[config.mk]
export PLATFORM = sky130hd
export DESIGN_NAME = fru_field_decoder
export DESIGN_NICKNAME = d
export VERILOG_FILES = /design/src/hw/rtl/frufd_pkg.sv /design/src/hw/rtl/frufd_parse.sv /design/src/hw/rtl/frufd_emit.sv /design/src/hw/rtl/fru_field_decoder.sv
export VERILOG_INCLUDE_DIRS = /design/src /design/src/hw/rtl
export SDC_FILE = /design/constraint.sdc
export NUM_CORES = 1
export LEC_CHECK = 0
export ABC_AREA = 1
export BUFFER_PORTS_ARGS = -buffer_cell sky130_fd_sc_hd__clkbuf_2
export CORE_MARGIN = 2
export CORE_UTILIZATION = 35
export DETAILED_ROUTE_END_ITERATION = 8
export GPL_ROUTABILITY_DRIVEN = 1
export SLEW_MARGIN = 25
export SYNTH_ARGS = -nofsm -noshare
export SYNTH_HDL_FRONTEND = slang
export SYNTH_SLANG_ARGS = --single-unit
[constraint.sdc]
create_clock -name clk -period 4.9 [get_ports clk]
set_input_delay 0.245 -clock clk [delete_from_list [all_inputs] [get_ports clk]]
set_output_delay 0.245 -clock clk [all_outputs]
set_load 0.05 [all_outputs]
[src/hw/rtl/fru_field_decoder_defines.svh]
// Assertion macros shared by the field decoder RTL.
// Define ASSERT_OFF to compile the checks out; needs clk and rst_n in scope.
`ifndef FRU_FIELD_DECODER_DEFINES_SVH
`define FRU_FIELD_DECODER_DEFINES_SVH

`ifndef ASSERT_OFF
`define FRUFD_ASSERT(lbl, prop, msg) \
    lbl: assert property (@(posedge clk) disable iff (!rst_n) prop) \
        else $error(msg);
`define FRUFD_NEVER(lbl, expr, msg) \
    lbl: assert property (@(posedge clk) disable iff (!rst_n) !(expr)) \
        else $error(msg);
`else
`define FRUFD_ASSERT(lbl, prop, msg)
`define FRUFD_NEVER(lbl, expr, msg)
`endif

`endif

[src/hw/rtl/frufd_pkg.sv]
// Package of the FRU field decoder: types, codes and character tables.
// No dependencies; used by every module of the block.
package frufd_pkg;

    localparam int unsigned POS_W     = 11;
    localparam int unsigned OFFSET_W  = 8;
    localparam int unsigned LEN_W     = 6;
    localparam int unsigned GRP_W     = 16;
    localparam int unsigned GCNT_W    = 2;
    localparam int unsigned BURST_MAX = 4;
    localparam int unsigned CNT_W     = 3;
    localparam int unsigned IDX_W     = 2;
    localparam int unsigned CFG_IDX_W = 2;
    localparam int unsigned CFG_DATA_W = 11;

    localparam logic [POS_W-1:0] POS_MAX     = '1;
    localparam logic [7:0]       END_MARK    = 8'hC1;
    localparam logic [7:0]       ASCII6_BIAS = 8'h20;

    localparam logic [CFG_IDX_W-1:0] CFG_FIELDS_OFFSET = 2'd0;
    localparam logic [CFG_IDX_W-1:0] CFG_AREA_LENGTH   = 2'd1;

    localparam logic [OFFSET_W-1:0] FIELDS_OFFSET_RST = 8'd3;
    localparam logic [POS_W-1:0]    AREA_LENGTH_RST   = '0;

    typedef enum logic [1:0] {
        MODE_IDLE = 2'd0,
        MODE_TL   = 2'd1,
        MODE_DATA = 2'd2
    } mode_t;

    typedef enum logic [1:0] {
        FMT_BIN    = 2'd0,
        FMT_BCD    = 2'd1,
        FMT_ASCII6 = 2'd2,
        FMT_ASCII8 = 2'd3
    } fmt_t;

    typedef struct packed {
        logic [OFFSET_W-1:0] fields_offset;
        logic [POS_W-1:0]    area_length;
    } cfg_t;

    typedef struct packed {
        logic [7:0] out_char;
        logic       char_valid;
        logic       field_done;
        logic       fields_end;
    } res_t;

    typedef struct packed {
        res_t [BURST_MAX-1:0] items;
        logic [CNT_W-1:0]     cnt;
    } burst_t;

    localparam logic [7:0] BCD_TABLE [16] = '{
        "0", "1", "2", "3", "4", "5", "6", "7",
        "8", "9", " ", "-", ".", ":", ",", "_"
    };

    function automatic logic [7:0] hex_char(input logic [3:0] nib);
        logic [7:0] ch;
        if (nib < 4'd10) begin
            ch = 8'h30 + {4'h0, nib};
        end else begin
            ch = 8'h57 + {4'h0, nib};
        end
        return ch;
    endfunction

    function automatic res_t make_res(input logic [7:0] ch, input logic valid,
                                      input logic done, input logic fend);
        res_t r;
        r.out_char   = valid ? ch : 8'h00;
        r.char_valid = valid;
        r.field_done = done;
        r.fields_end = fend;
        return r;
    endfunction

endpackage

[src/hw/rtl/frufd_parse.sv]
// Input register and field parser of the FRU field decoder.
// Depends on frufd_pkg and fru_field_decoder_defines.svh.
`include "fru_field_decoder_defines.svh"

module frufd_parse (
    input  logic                 clk,
    input  logic                 rst_n,
    input  frufd_pkg::cfg_t      cfg,
    input  logic                 in_valid,
    output logic                 in_stall,
    input  logic [7:0]           in_byte,
    input  logic                 area_start,
    output logic                 load,
    output frufd_pkg::burst_t    burst,
    input  logic                 can_load
);
    import frufd_pkg::*;

    logic               in_full_reg, in_full_next;
    logic [7:0]         byte_reg;
    logic               start_reg;

    mode_t              mode_reg, mode_next;
    logic [POS_W-1:0]   pos_reg, pos_next;
    fmt_t               kind_reg, kind_next;
    logic [LEN_W-1:0]   left_reg, left_next;
    logic [GRP_W-1:0]   grp_reg, grp_next;
    logic [GCNT_W-1:0]  gcnt_reg, gcnt_next;

    logic               accept;
    logic               consume;

    assign consume      = in_full_reg && ((burst.cnt == '0) || can_load);
    assign load         = consume && (burst.cnt != '0);
    assign in_stall     = in_full_reg && !consume;
    assign accept       = in_valid && !in_stall;
    assign in_full_next = accept ? 1'b1 : (consume ? 1'b0 : in_full_reg);

    always_comb
    begin
        mode_t             cur_mode;
        logic [POS_W-1:0]  p;
        logic [LEN_W-1:0]  left_dec;
        logic              fin;
        logic [4:0]        sh;
        logic [23:0]       grp_v;

        mode_next = mode_reg;
        pos_next  = pos_reg;
        kind_next = kind_reg;
        left_next = left_reg;
        grp_next  = grp_reg;
        gcnt_next = gcnt_reg;
        burst     = '0;

        cur_mode = mode_reg;
        p        = pos_reg;
        if (start_reg)
        begin
            cur_mode  = MODE_TL;
            p         = '0;
            kind_next = FMT_BIN;
            left_next = '0;
            grp_next  = '0;
            gcnt_next = '0;
            mode_next = MODE_TL;
        end

        left_dec = left_reg - 1'b1;
        fin      = (left_dec == '0);
        sh       = gcnt_reg[1] ? 5'd16 : {1'b0, gcnt_reg[0], 3'b000};
        grp_v    = {8'h00, grp_reg} | ({16'h0000, byte_reg} << sh);

        if (cur_mode == MODE_TL || cur_mode == MODE_DATA)
        begin
            pos_next = (p == POS_MAX) ? p : p + 1'b1;
            if (cur_mode == MODE_TL)
            begin
                if (p < {3'b000, cfg.fields_offset})
                begin
                    // still in the area header: drop the byte
                end
                else if (p >= cfg.area_length || byte_reg == END_MARK)
                begin
                    burst.items[0] = make_res(8'h00, 1'b0, 1'b0, 1'b1);
                    burst.cnt      = 3'd1;
                    mode_next      = MODE_IDLE;
                end
                else if (byte_reg[5:0] == '0)
                begin
                    burst.items[0] = make_res(8'h00, 1'b0, 1'b1, 1'b0);
                    burst.cnt      = 3'd1;
                end
                else
                begin
                    kind_next = fmt_t'(byte_reg[7:6]);
                    left_next = byte_reg[5:0];
                    grp_next  = '0;
                    gcnt_next = '0;
                    mode_next = MODE_DATA;
                end
            end
            else
            begin
                left_next = left_dec;
                case (kind_reg)
                    FMT_BIN:
                    begin
                        burst.items[0] = make_res(hex_char(byte_reg[7:4]), 1'b1, 1'b0, 1'b0);
                        burst.items[1] = make_res(hex_char(byte_reg[3:0]), 1'b1, fin, 1'b0);
                        burst.cnt      = 3'd2;
                    end
                    FMT_BCD:
                    begin
                        burst.items[0] = make_res(BCD_TABLE[byte_reg[7:4]], 1'b1, 1'b0, 1'b0);
                        burst.items[1] = make_res(BCD_TABLE[byte_reg[3:0]], 1'b1, fin, 1'b0);
                        burst.cnt      = 3'd2;
                    end
                    FMT_ASCII6:
                    begin
                        if (gcnt_reg[1] || fin)
                        begin
                            for (int k = 0; k < BURST_MAX; k++)
                            begin
                                burst.items[k] = make_res(
                                    {2'b00, grp_v[6*k +: 6]} + ASCII6_BIAS, 1'b1,
                                    (k == BURST_MAX - 1) ? fin : 1'b0, 1'b0);
                            end
                            burst.cnt = 3'd4;
                            grp_next  = '0;
                            gcnt_next = '0;
                        end
                        else
                        begin
                            grp_next  = grp_reg | ({8'h00, byte_reg} << {gcnt_reg[0], 3'b000});
                            gcnt_next = gcnt_reg + 1'b1;
                        end
                    end
                    default:
                    begin
                        burst.items[0] = make_res(byte_reg, 1'b1, fin, 1'b0);
                        burst.cnt      = 3'd1;
                    end
                endcase
                if (fin)
                begin
                    mode_next = MODE_TL;
                end
            end
        end
    end

    always_ff @(posedge clk or negedge rst_n)
    begin
        if (!rst_n)
        begin
            in_full_reg <= 1'b0;
            mode_reg    <= MODE_IDLE;
            pos_reg     <= '0;
            kind_reg    <= FMT_BIN;
            left_reg    <= '0;
            grp_reg     <= '0;
            gcnt_reg    <= '0;
        end
        else
        begin
            in_full_reg <= in_full_next;
            if (consume)
            begin
                mode_reg <= mode_next;
                pos_reg  <= pos_next;
                kind_reg <= kind_next;
                left_reg <= left_next;
                grp_reg  <= grp_next;
                gcnt_reg <= gcnt_next;
            end
        end
    end

    always_ff @(posedge clk)
    begin
        if (accept)
        begin
            byte_reg  <= in_byte;
            start_reg <= area_start;
        end
    end

    `FRUFD_NEVER(a_load_empty, load && burst.cnt == '0, "burst loaded with no results")
    `FRUFD_ASSERT(a_end_idles, load && burst.items[0].fields_end |=> mode_reg == MODE_IDLE, "field list end did not idle the parser")
    `FRUFD_NEVER(a_data_no_left, mode_reg == MODE_DATA && left_reg == '0, "data mode with no bytes left")

endmodule

[src/hw/rtl/frufd_emit.sv]
// Result register of the FRU field decoder: plays out one burst, one result a cycle
// while out_stall is low. Depends on frufd_pkg and fru_field_decoder_defines.svh.
`include "fru_field_decoder_defines.svh"

module frufd_emit (
    input  logic                 clk,
    input  logic                 rst_n,
    input  logic                 load,
    input  frufd_pkg::burst_t    burst,
    output logic                 can_load,
    output logic                 out_valid,
    input  logic                 out_stall,
    output logic [7:0]           out_char,
    output logic                 char_valid,
    output logic                 field_done,
    output logic                 fields_end,
    output logic                 last
);
    import frufd_pkg::*;

    burst_t             burst_reg;
    logic               valid_reg, valid_next;
    logic [IDX_W-1:0]   idx_reg, idx_next;
    logic               fire;
    logic               at_last;
    res_t               cur;

    assign cur      = burst_reg.items[idx_reg];
    assign at_last  = (({1'b0, idx_reg} + 1'b1) == burst_reg.cnt);
    assign fire     = valid_reg && !out_stall;
    assign can_load = !valid_reg || (fire && at_last);

    assign out_valid  = valid_reg;
    assign out_char   = cur.out_char;
    assign char_valid = cur.char_valid;
    assign field_done = cur.field_done;
    assign fields_end = cur.fields_end;
    assign last       = at_last;

    always_comb
    begin
        valid_next = valid_reg;
        idx_next   = idx_reg;
        if (load)
        begin
            valid_next = 1'b1;
            idx_next   = '0;
        end
        else if (fire)
        begin
            if (at_last)
            begin
                valid_next = 1'b0;
            end
            else
            begin
                idx_next = idx_reg + 1'b1;
            end
        end
    end

    always_ff @(posedge clk or negedge rst_n)
    begin
        if (!rst_n)
        begin
            valid_reg <= 1'b0;
            idx_reg   <= '0;
        end
        else
        begin
            valid_reg <= valid_next;
            idx_reg   <= idx_next;
        end
    end

    always_ff @(posedge clk)
    begin
        if (load)
        begin
            burst_reg <= burst;
        end
    end

    `FRUFD_ASSERT(a_idx_range, valid_reg |-> {1'b0, idx_reg} < burst_reg.cnt, "result index past burst count")
    `FRUFD_ASSERT(a_load_free, load |-> can_load, "burst loaded over unsent results")
    `FRUFD_ASSERT(a_end_marker, valid_reg && fields_end |-> !char_valid && !field_done && last, "malformed end-of-fields marker")

endmodule

[src/hw/rtl/fru_field_decoder.sv]
// Top level of the FRU field decoder: configuration registers, parser and result stage.
// Depends on frufd_pkg, frufd_parse and frufd_emit.
//
//  Channel   Direction  Handshake              Payload
//  -------   ---------  ---------------------  -----------------------------------------
//  input     in         in_valid / in_stall    in_byte, area_start
//  result    out        out_valid / out_stall  out_char, char_valid, field_done,
//                                              fields_end, last
//  config    in         cfg_valid / cfg_ready  cfg_index, cfg_data
//
// An accepted byte is held in the input register, is decoded by the parser in one
// pass, and its zero to four results land in the result register together.
// The result register plays out one result per cycle while out_stall is low; a byte makes
// one result for 8-bit ASCII and markers, two for hex and BCD, and four per 6-bit group;
// bytes with no result pass at one per cycle.
// A new byte is taken while results wait; the input register stalls only when it holds a
// byte with results while the result register is busy and does not hand off its final
// result in that cycle.
// Reset idles the parser until an area start and loads fields_offset 3, area_length 0.
// Configuration writes are always ready and take effect on the next byte.

module fru_field_decoder (
    input  logic                              clk,
    input  logic                              rst_n,
    input  logic                              in_valid,
    output logic                              in_stall,
    input  logic [7:0]                        in_byte,
    input  logic                              area_start,
    output logic                              out_valid,
    input  logic                              out_stall,
    output logic [7:0]                        out_char,
    output logic                              char_valid,
    output logic                              field_done,
    output logic                              fields_end,
    output logic                              last,
    input  logic                              cfg_valid,
    output logic                              cfg_ready,
    input  logic [frufd_pkg::CFG_IDX_W-1:0]   cfg_index,
    input  logic [frufd_pkg::CFG_DATA_W-1:0]  cfg_data
);
    import frufd_pkg::*;

    cfg_t    cfg_reg;
    logic    load;
    logic    can_load;
    burst_t  burst;

    assign cfg_ready = 1'b1;

    // Register writes; indexes past the list drop the transaction.
    always_ff @(posedge clk or negedge rst_n)
    begin
        if (!rst_n)
        begin
            cfg_reg.fields_offset <= FIELDS_OFFSET_RST;
            cfg_reg.area_length   <= AREA_LENGTH_RST;
        end
        else if (cfg_valid && cfg_ready)
        begin
            if (cfg_index == CFG_FIELDS_OFFSET)
            begin
                cfg_reg.fields_offset <= cfg_data[OFFSET_W-1:0];
            end
            else if (cfg_index == CFG_AREA_LENGTH)
            begin
                cfg_reg.area_length <= cfg_data[POS_W-1:0];
            end
        end
    end

    // Parse: hold one byte, decode it against the field state, hand over its burst.
    frufd_parse u_parse (
        .clk        (clk),
        .rst_n      (rst_n),
        .cfg        (cfg_reg),
        .in_valid   (in_valid),
        .in_stall   (in_stall),
        .in_byte    (in_byte),
        .area_start (area_start),
        .load       (load),
        .burst      (burst),
        .can_load   (can_load)
    );

    // Emit: advance through the burst one result per transaction, flag the final one.
    frufd_emit u_emit (
        .clk        (clk),
        .rst_n      (rst_n),
        .load       (load),
        .burst      (burst),
        .can_load   (can_load),
        .out_valid  (out_valid),
        .out_stall  (out_stall),
        .out_char   (out_char),
        .char_valid (char_valid),
        .field_done (field_done),
        .fields_end (fields_end),
        .last       (last)
    );

endmodule

# Yosys cells after proc, flatten, opt, wreduce, memory -nomap -nowiden
# Memory sizes are Yosys's and may differ from the RTL's.
# Index checks and enable logic that the tools add are counted.
# Widths: inputs -> output; s select.
[totals]
reg_bits = 118
latch_bits = 0
ramBits = 0
romBits = 256
in_bits = 27
out_inout_bits = 15
word_cells = 165
n_memories = 2
[memory_table]
columns = ["memory", "words", "width", "rd", "rd_ports_with_merged_regs", "wr", "line", "rtl"]
rows = [
  ["(no name shown)", 16, 8, 1, 0, 0, "frufd_parse.sv:115", "burst.items[0] = make_res(BCD_TABLE[byte_reg[7:4]], 1'b1, 1'b0, 1'b0);"],
  ["(no name shown)", 16, 8, 1, 0, 0, "frufd_parse.sv:116", "burst.items[1] = make_res(BCD_TABLE[byte_reg[3:0]], 1'b1, fin, 1'b0);"],
]
[op_classes]
n_addsub = 13
multipliers = 0
n_div = 0
magnitude_cmp = 7
n_eq_ne = 9
shifts = 2
muxes = 62
bitwise_logic = 8
n_reduce_logical = 32
[ops]
columns = ["cell", "count"]
rows = [
  ["$mux 16", 8],
  ["$mux 2", 24],
  ["$mux 8", 6],
  ["$mux 47", 1],
  ["$mux 14", 3],
  ["$pmux 14 s3", 1],
  ["$mux 6", 6],
  ["$mux 11", 3],
  ["$pmux 11 s3", 1],
  ["$add 6x6->7 const B", 4],
  ["$or 16x24->24", 1],
  ["$shl 8x5->24", 1],
  ["$bmux 11 s2", 1],
  ["$add 7x4->8 const A", 2],
  ["$or 16x16->16", 1],
  ["$shl 8x4->16", 1],
  ["$add 6x4->7 const A", 2],
  ["$logic_not 6->1", 2],
  ["$add 11x1->11 const B", 1],
  ["$eq 11x11->1 const B", 1],
  ["$ge 11x11->1", 1],
  ["$lt 11x8->1", 1],
  ["$ge 5x5->1 const B", 2],
  ["$mux 5", 2],
  ["other kinds (26)", 57],
]

# Longest topological paths before layout
[depth]
depth_word = 16
ltp_mapped = 23
mapped_depth_nobuf = 21

# By module
# A second synthesis with hierarchy kept.
[unflattened]
hier_cells = 1061
area_unflattened_um2 = 7848.8
[by_module_without_submodules]
columns = ["mod", "instances", "cells_per_inst", "area_each_um2"]
rows = [
  ["frufd_parse", 1, 834, 5118.7],
  ["frufd_emit", 1, 140, 1919.3],
  ["fru_field_decoder", 1, 87, 810.8],
]

# Worst setup path after synthesis
# Ideal clock, no wire load.
[synth_path]
path_kind = "register -> register"
from = "register u_parse.start_reg"
to = "register u_emit.burst_reg[0] in the netlist's numbering (enable)"
t_arrival_ps = 3090
t_required_ps = 4507
slack_ps = 1417
stages_incl_launch_ff = 21
cell_sequence = "edfxtp_1 > clkbuf_1 > clkbuf_1 > nor2_1 > ha_1 > nand2_1 > inv_1 > nand2_1 > nand2_1 > nand2_1 > nand2_1 > nand2_1 > nand2_1 > nand2_1 > nand3_1 > nand2_1 > nand2_1 > nand2_1 > nand2_2 > nand3_1 > inv_1"
[synth_via]
elab_chain_len = 11
word_cells_on_any_way = 17
cone_classes = "order compare: 2; eq/ne: 2; mux: 6; reduce/logical: 7"
[synth_lines]
columns = ["element", "line", "rtl"]
rows = [
  ["start: declaration", "frufd_parse.sv:21", "logic start_reg;"],
  ["start signal: assignment", "frufd_parse.sv:185", "start_reg <= area_start;"],
  ["$mux 11", "frufd_parse.sv:58", "if (start_reg)"],
  ["$ge 11x11->1", "frufd_parse.sv:83", "else if (p >= cfg.area_length || byte_reg == END_MARK)"],
  ["$logic_or 1x1->1", "frufd_parse.sv:83", ""],
  ["$mux 14", "frufd_parse.sv:83", ""],
  ["$mux 14", "frufd_parse.sv:79", "if (p < {3'b000, cfg.fields_offset})"],
  ["$mux 14", "frufd_parse.sv:77", "if (cur_mode == MODE_TL)"],
  ["$mux 3 (*)", "frufd_parse.sv:74", "if (cur_mode == MODE_TL || cur_mode == MODE_DATA)"],
  ["$logic_not 3->1", "frufd_parse.sv:33", "assign consume = in_full_reg && ((burst.cnt == '0) || can_load);"],
  ["$logic_or 1x1->1", "frufd_parse.sv:33", ""],
  ["$logic_and 1x1->1", "frufd_parse.sv:33", ""],
  ["$logic_and 1x1->1 (*)", "frufd_parse.sv:34", "assign load = consume && (burst.cnt != '0);"],
  ["named net load", "fru_field_decoder.sv:44", "logic load;"],
  ["end signal: assignment", "frufd_emit.sv:80", "burst_reg <= burst;"],
  ["end: declaration", "frufd_emit.sv:21", "burst_t burst_reg;"],
]
# Mark *: on every way through the listed nets, which the timed path passes. The rest lies on a longest branch.
# A chain may end at the register's enable or synchronous reset.

# Worst setup path after layout
[layout_path]
from = "register u_parse.start_reg"
to = "output port in_stall"
[layout_via]
elab_chain_len = 12
word_cells_on_any_way = 17
cone_classes = "order compare: 2; eq/ne: 2; mux: 6; reduce/logical: 7"
[layout_lines]
columns = ["element", "line", "rtl"]
rows = [
  ["$mux 11", "frufd_parse.sv:58", ""],
  ["$ge 11x11->1", "frufd_parse.sv:83", ""],
  ["$logic_or 1x1->1", "frufd_parse.sv:83", ""],
  ["$mux 14", "frufd_parse.sv:83", ""],
  ["$mux 14", "frufd_parse.sv:79", ""],
  ["$mux 14", "frufd_parse.sv:77", ""],
  ["$mux 3 (*)", "frufd_parse.sv:74", ""],
  ["$logic_not 3->1 (*)", "frufd_parse.sv:33", ""],
  ["$logic_or 1x1->1 (*)", "frufd_parse.sv:33", ""],
  ["$logic_and 1x1->1 (*)", "frufd_parse.sv:33", ""],
  ["$logic_not 1->1 (*)", "frufd_parse.sv:35", "assign in_stall = in_full_reg && !consume;"],
  ["$logic_and 1x1->1 (*)", "frufd_parse.sv:35", ""],
  ["end: declaration", "fru_field_decoder.sv:26", "output logic in_stall,"],
]
# Mark *: on every way between the ends. The rest lies on a longest branch, timed or not.

==> reports/metrics.csv <==
metric;value;unit
Seq cells post-synth;110;
Slowest-stage cell, CP;edfxtp_1;
Crit Path Class;register to output pin;
worst skew pair latency;0.38;ns
FF-to-FF Start;u_parse.start_reg;
cell count after synthesis;982;
clock slew seen by the registers of the worst setup and hold paths;0.09;ns
setup slack, reg-to-reg;1.59;ns
busiest grt layer;met1;
P per Cell Area;443;mW/mm^2
post-route insts no fill;1274;
drt total wl;19500;um
critical path's largest stage delay;0.44;ns
Sw Pwr;1.62;mW
min cycle time layout;3.51;ns
outcome;finished clean;
Critical Path Stages;13;
post-synthesis sequential area ratio;41.7;%
num ports;42;
largest net degree at the start of global routing;55;
CTS Sinks;110;
Synth Area per Inst;7.32;um^2
met3 Use GR;2.64;%
FP Rows;52;
mapped cell area;0.00719;mm^2
measured slew at the worst slew-check pin;0.783;ns
number of global-route vias before repair;5877;
Starting Density;35.6;%
Critical Path RT;4.66;ns
total CTS buffers;9;
RSZ-0062 raised after global routing;no;
combinational share of power;42.3;%
placed cells;1257;
Final Slew Violations;0;
Seq pwr share;36.4;%
CTS tree;yes;
WHS Path Cells;1;
drt drc;0;
clk_skew;0.0168;ns
Final Util;39.0;%
Syn Nets;1039;
FF-to-FF path depth;17;
drt initial violations;565;
period utilization;71.7;%
LEAKAGE;3.77;nW
WP buf/inv;4;
Hold WC Path Type;input port to register;
global-route wire length before repair;31700;um
cell internal pwr;1.87;mW
DR vias;6498;
most frequent cells in the layout;nand2_1 (300), inv_1 (112), nor2_1 (94);
initial antenna violation count;0;
Finish-stage setup viols;0;
Setup Fix Bufs, Post-CTS;0;
Fin. Hold Viols;0;
PortBufs;40;
chip width;147;um
drt pass-1 iters;6;
Core Region;0.0202;mm^2
Ys Warns;0;
routed vias/inst;5.10;
met2 global-route usage;27.1;%
Power Total;3.49;mW
die area;0.0217;mm^2
Final ANT Viol Nets;0;
Max IR drop VDD;0.000190;V
Main synth FF type;dfrtp_1;
Routed WL per cell;15.3;um
fin nets;1056;
Sw Ratio;46.3;%
met1 Use GR;27.5;%
arrival time of the worst setup path;3.27;ns
Setup TNS Final;0;ns
grt total ovfl;0;
number of library cell types mapped by synthesis;47;
crit-path leading delay family;buffers and inverters;
Hold Crit Endpoint;u_parse.byte_reg[3];
Max-slew headroom;47.7;%
worst-path maximum fanout;27;
hold_ws;0.0367;ns
diode count;0;
r2r endpoint;u_parse.grp_reg[7];
detailed placement HPWL;13600;um
Clock Path Buffers;2;
Max-cap violations;0;
number of flops mapped to enable cells by yosys;48;
Fmax;285;MHz
Die H;147;um
Critical Path Source Type;register;
Hold Path Origin;in_byte[3];
post-synthesis async set-or-reset flop share;56.4;%
Clk pwr share;21.3;%
commonest non-fill, non-tap cell in the layout;nand2_1;
gr usage total;18.3;%
max reg flops;39;
CP Capture Type;output pin;
Root Buffer;clkbuf_16;
H-tree depth;3;
layout cell share with drive strength beyond 1;8.67;%
routability cong.;0.894;
Area Overhead vs Synth;9.47;%
worst path cell trace;buf_4, nor2_1, inv_1, ha_1, inv_1, nor2_1, nand2_1, nand2_1, nand2_1, nand2_2, nand2_4, nor2_1, clkbuf_2;
[per-layer routing]
layer | vias up | wire [um]
met4 | 0 | 350
met1 | 2996 | 9650
li1 | 3247 | -
met3 | 28 | 1230
met5 | - | 0
met2 | 227 | 8320
[stage by stage]
step | worst slack (ns) | cell area (um^2)
floorplan | 1.42 | 7190
global placement | 1.66 | 7570
detailed placement | 1.61 | 7570
CTS | 1.35 | 7870
global route | 1.03 | 7870
finish | 1.39 | 7870
[repair_timing]
item,in CTS,in global routing
gates resized for setup,0,0
hold endpoints to repair,8,0
hold buffers,1,0
[Yosys cell counts (3+ instances only)]
cell type	n	share of area [%]
edfxtp_1	48	20
nand2_1	300	16
a21oi_1	36	2.5
xor2_1	7	0.85
a31oi_1	14	1.2
nor2_1	94	4.9
clkinv_1	6	0.31
dfrtp_1	60	21
nand3_1	40	2.8
nor3_1	19	1.3
o21ai_0	84	5.8
a221oi_1	3	0.37
nand2_2	4	0.35
inv_1	112	5.8
buf_4	4	0.42
clkbuf_1	25	1.3
buf_2	9	0.63
inv_2	4	0.21
a41oi_1	3	0.37
nand4_1	18	1.6
ha_1	30	5.2
o22ai_1	19	1.7
buf_6	3	0.47
o21ai_1	3	0.21
xnor2_1	4	0.49
nand2_4	3	0.47
[worst register-to-register path, delay by kind of cell, from the launching register on]
family | cells | cell delay (ns)
adders and majority gates | 1 | 0.27
and+or+nand+nor | 11 | 1.33
buffers and inverters | 4 | 0.64
DFF | 1 | 0.47
AOI/OAI and AO/OA | 1 | 0.54
[power groups by stage]
stage / clock, mW / combinational (mW) / sequential [mW]
2_1_floorplan: 0 / 1.16 / 1.22
3_3_place_gp: 0 / 1.45 / 1.29
3_5_place_dp: 0 / 1.47 / 1.28
4_1_cts: 0.760 / 1.47 / 1.27
5_1_grt: 0.793 / 1.63 / 1.29
6_report: 0.742 / 1.48 / 1.27
[how the worst max path moves through the flow]
stage	slack [ns]	to	start
after floorplan	1.42	u_emit.burst_reg[0]	u_parse.start_reg
after global placement	1.66	u_parse.byte_reg[4]	u_parse.start_reg
after detailed placement	1.61	u_parse.byte_reg[4]	u_parse.start_reg
after CTS	1.35	in_stall	u_parse.start_reg
after global routing	1.03	in_stall	u_parse.start_reg
final	1.39	in_stall	u_parse.start_reg
[kinds of logic (layout without fill, tap and decap cells)]
logic type               count (synthesis)  count (layout)  synth area share, %
AO/OA/AOI/OAI                          175             175                 13.9
XOR/XNOR                                11              11                 1.34
adder cells (fa/ha/maj)                 30              30                 5.22
buffers and inverters                  163             185                 9.19
flip-flops                             110             110                 41.7
other                                    1               1               0.0522
AND/OR/NAND/NOR                        492             492                 28.7
[area by class of cell]
cell class                      count  area [um^2]
Clock buffer                        9          225
Clock inverter                      7         65.1
Fill cell                        2162        12300
Inverter                          122          458
Multi-Input combinational cell    709         3530
Sequential cell                   110         3000
Tap cell                          270          338
Timing Repair Buffer               47          255
Power figures use the tool's default switching activity.
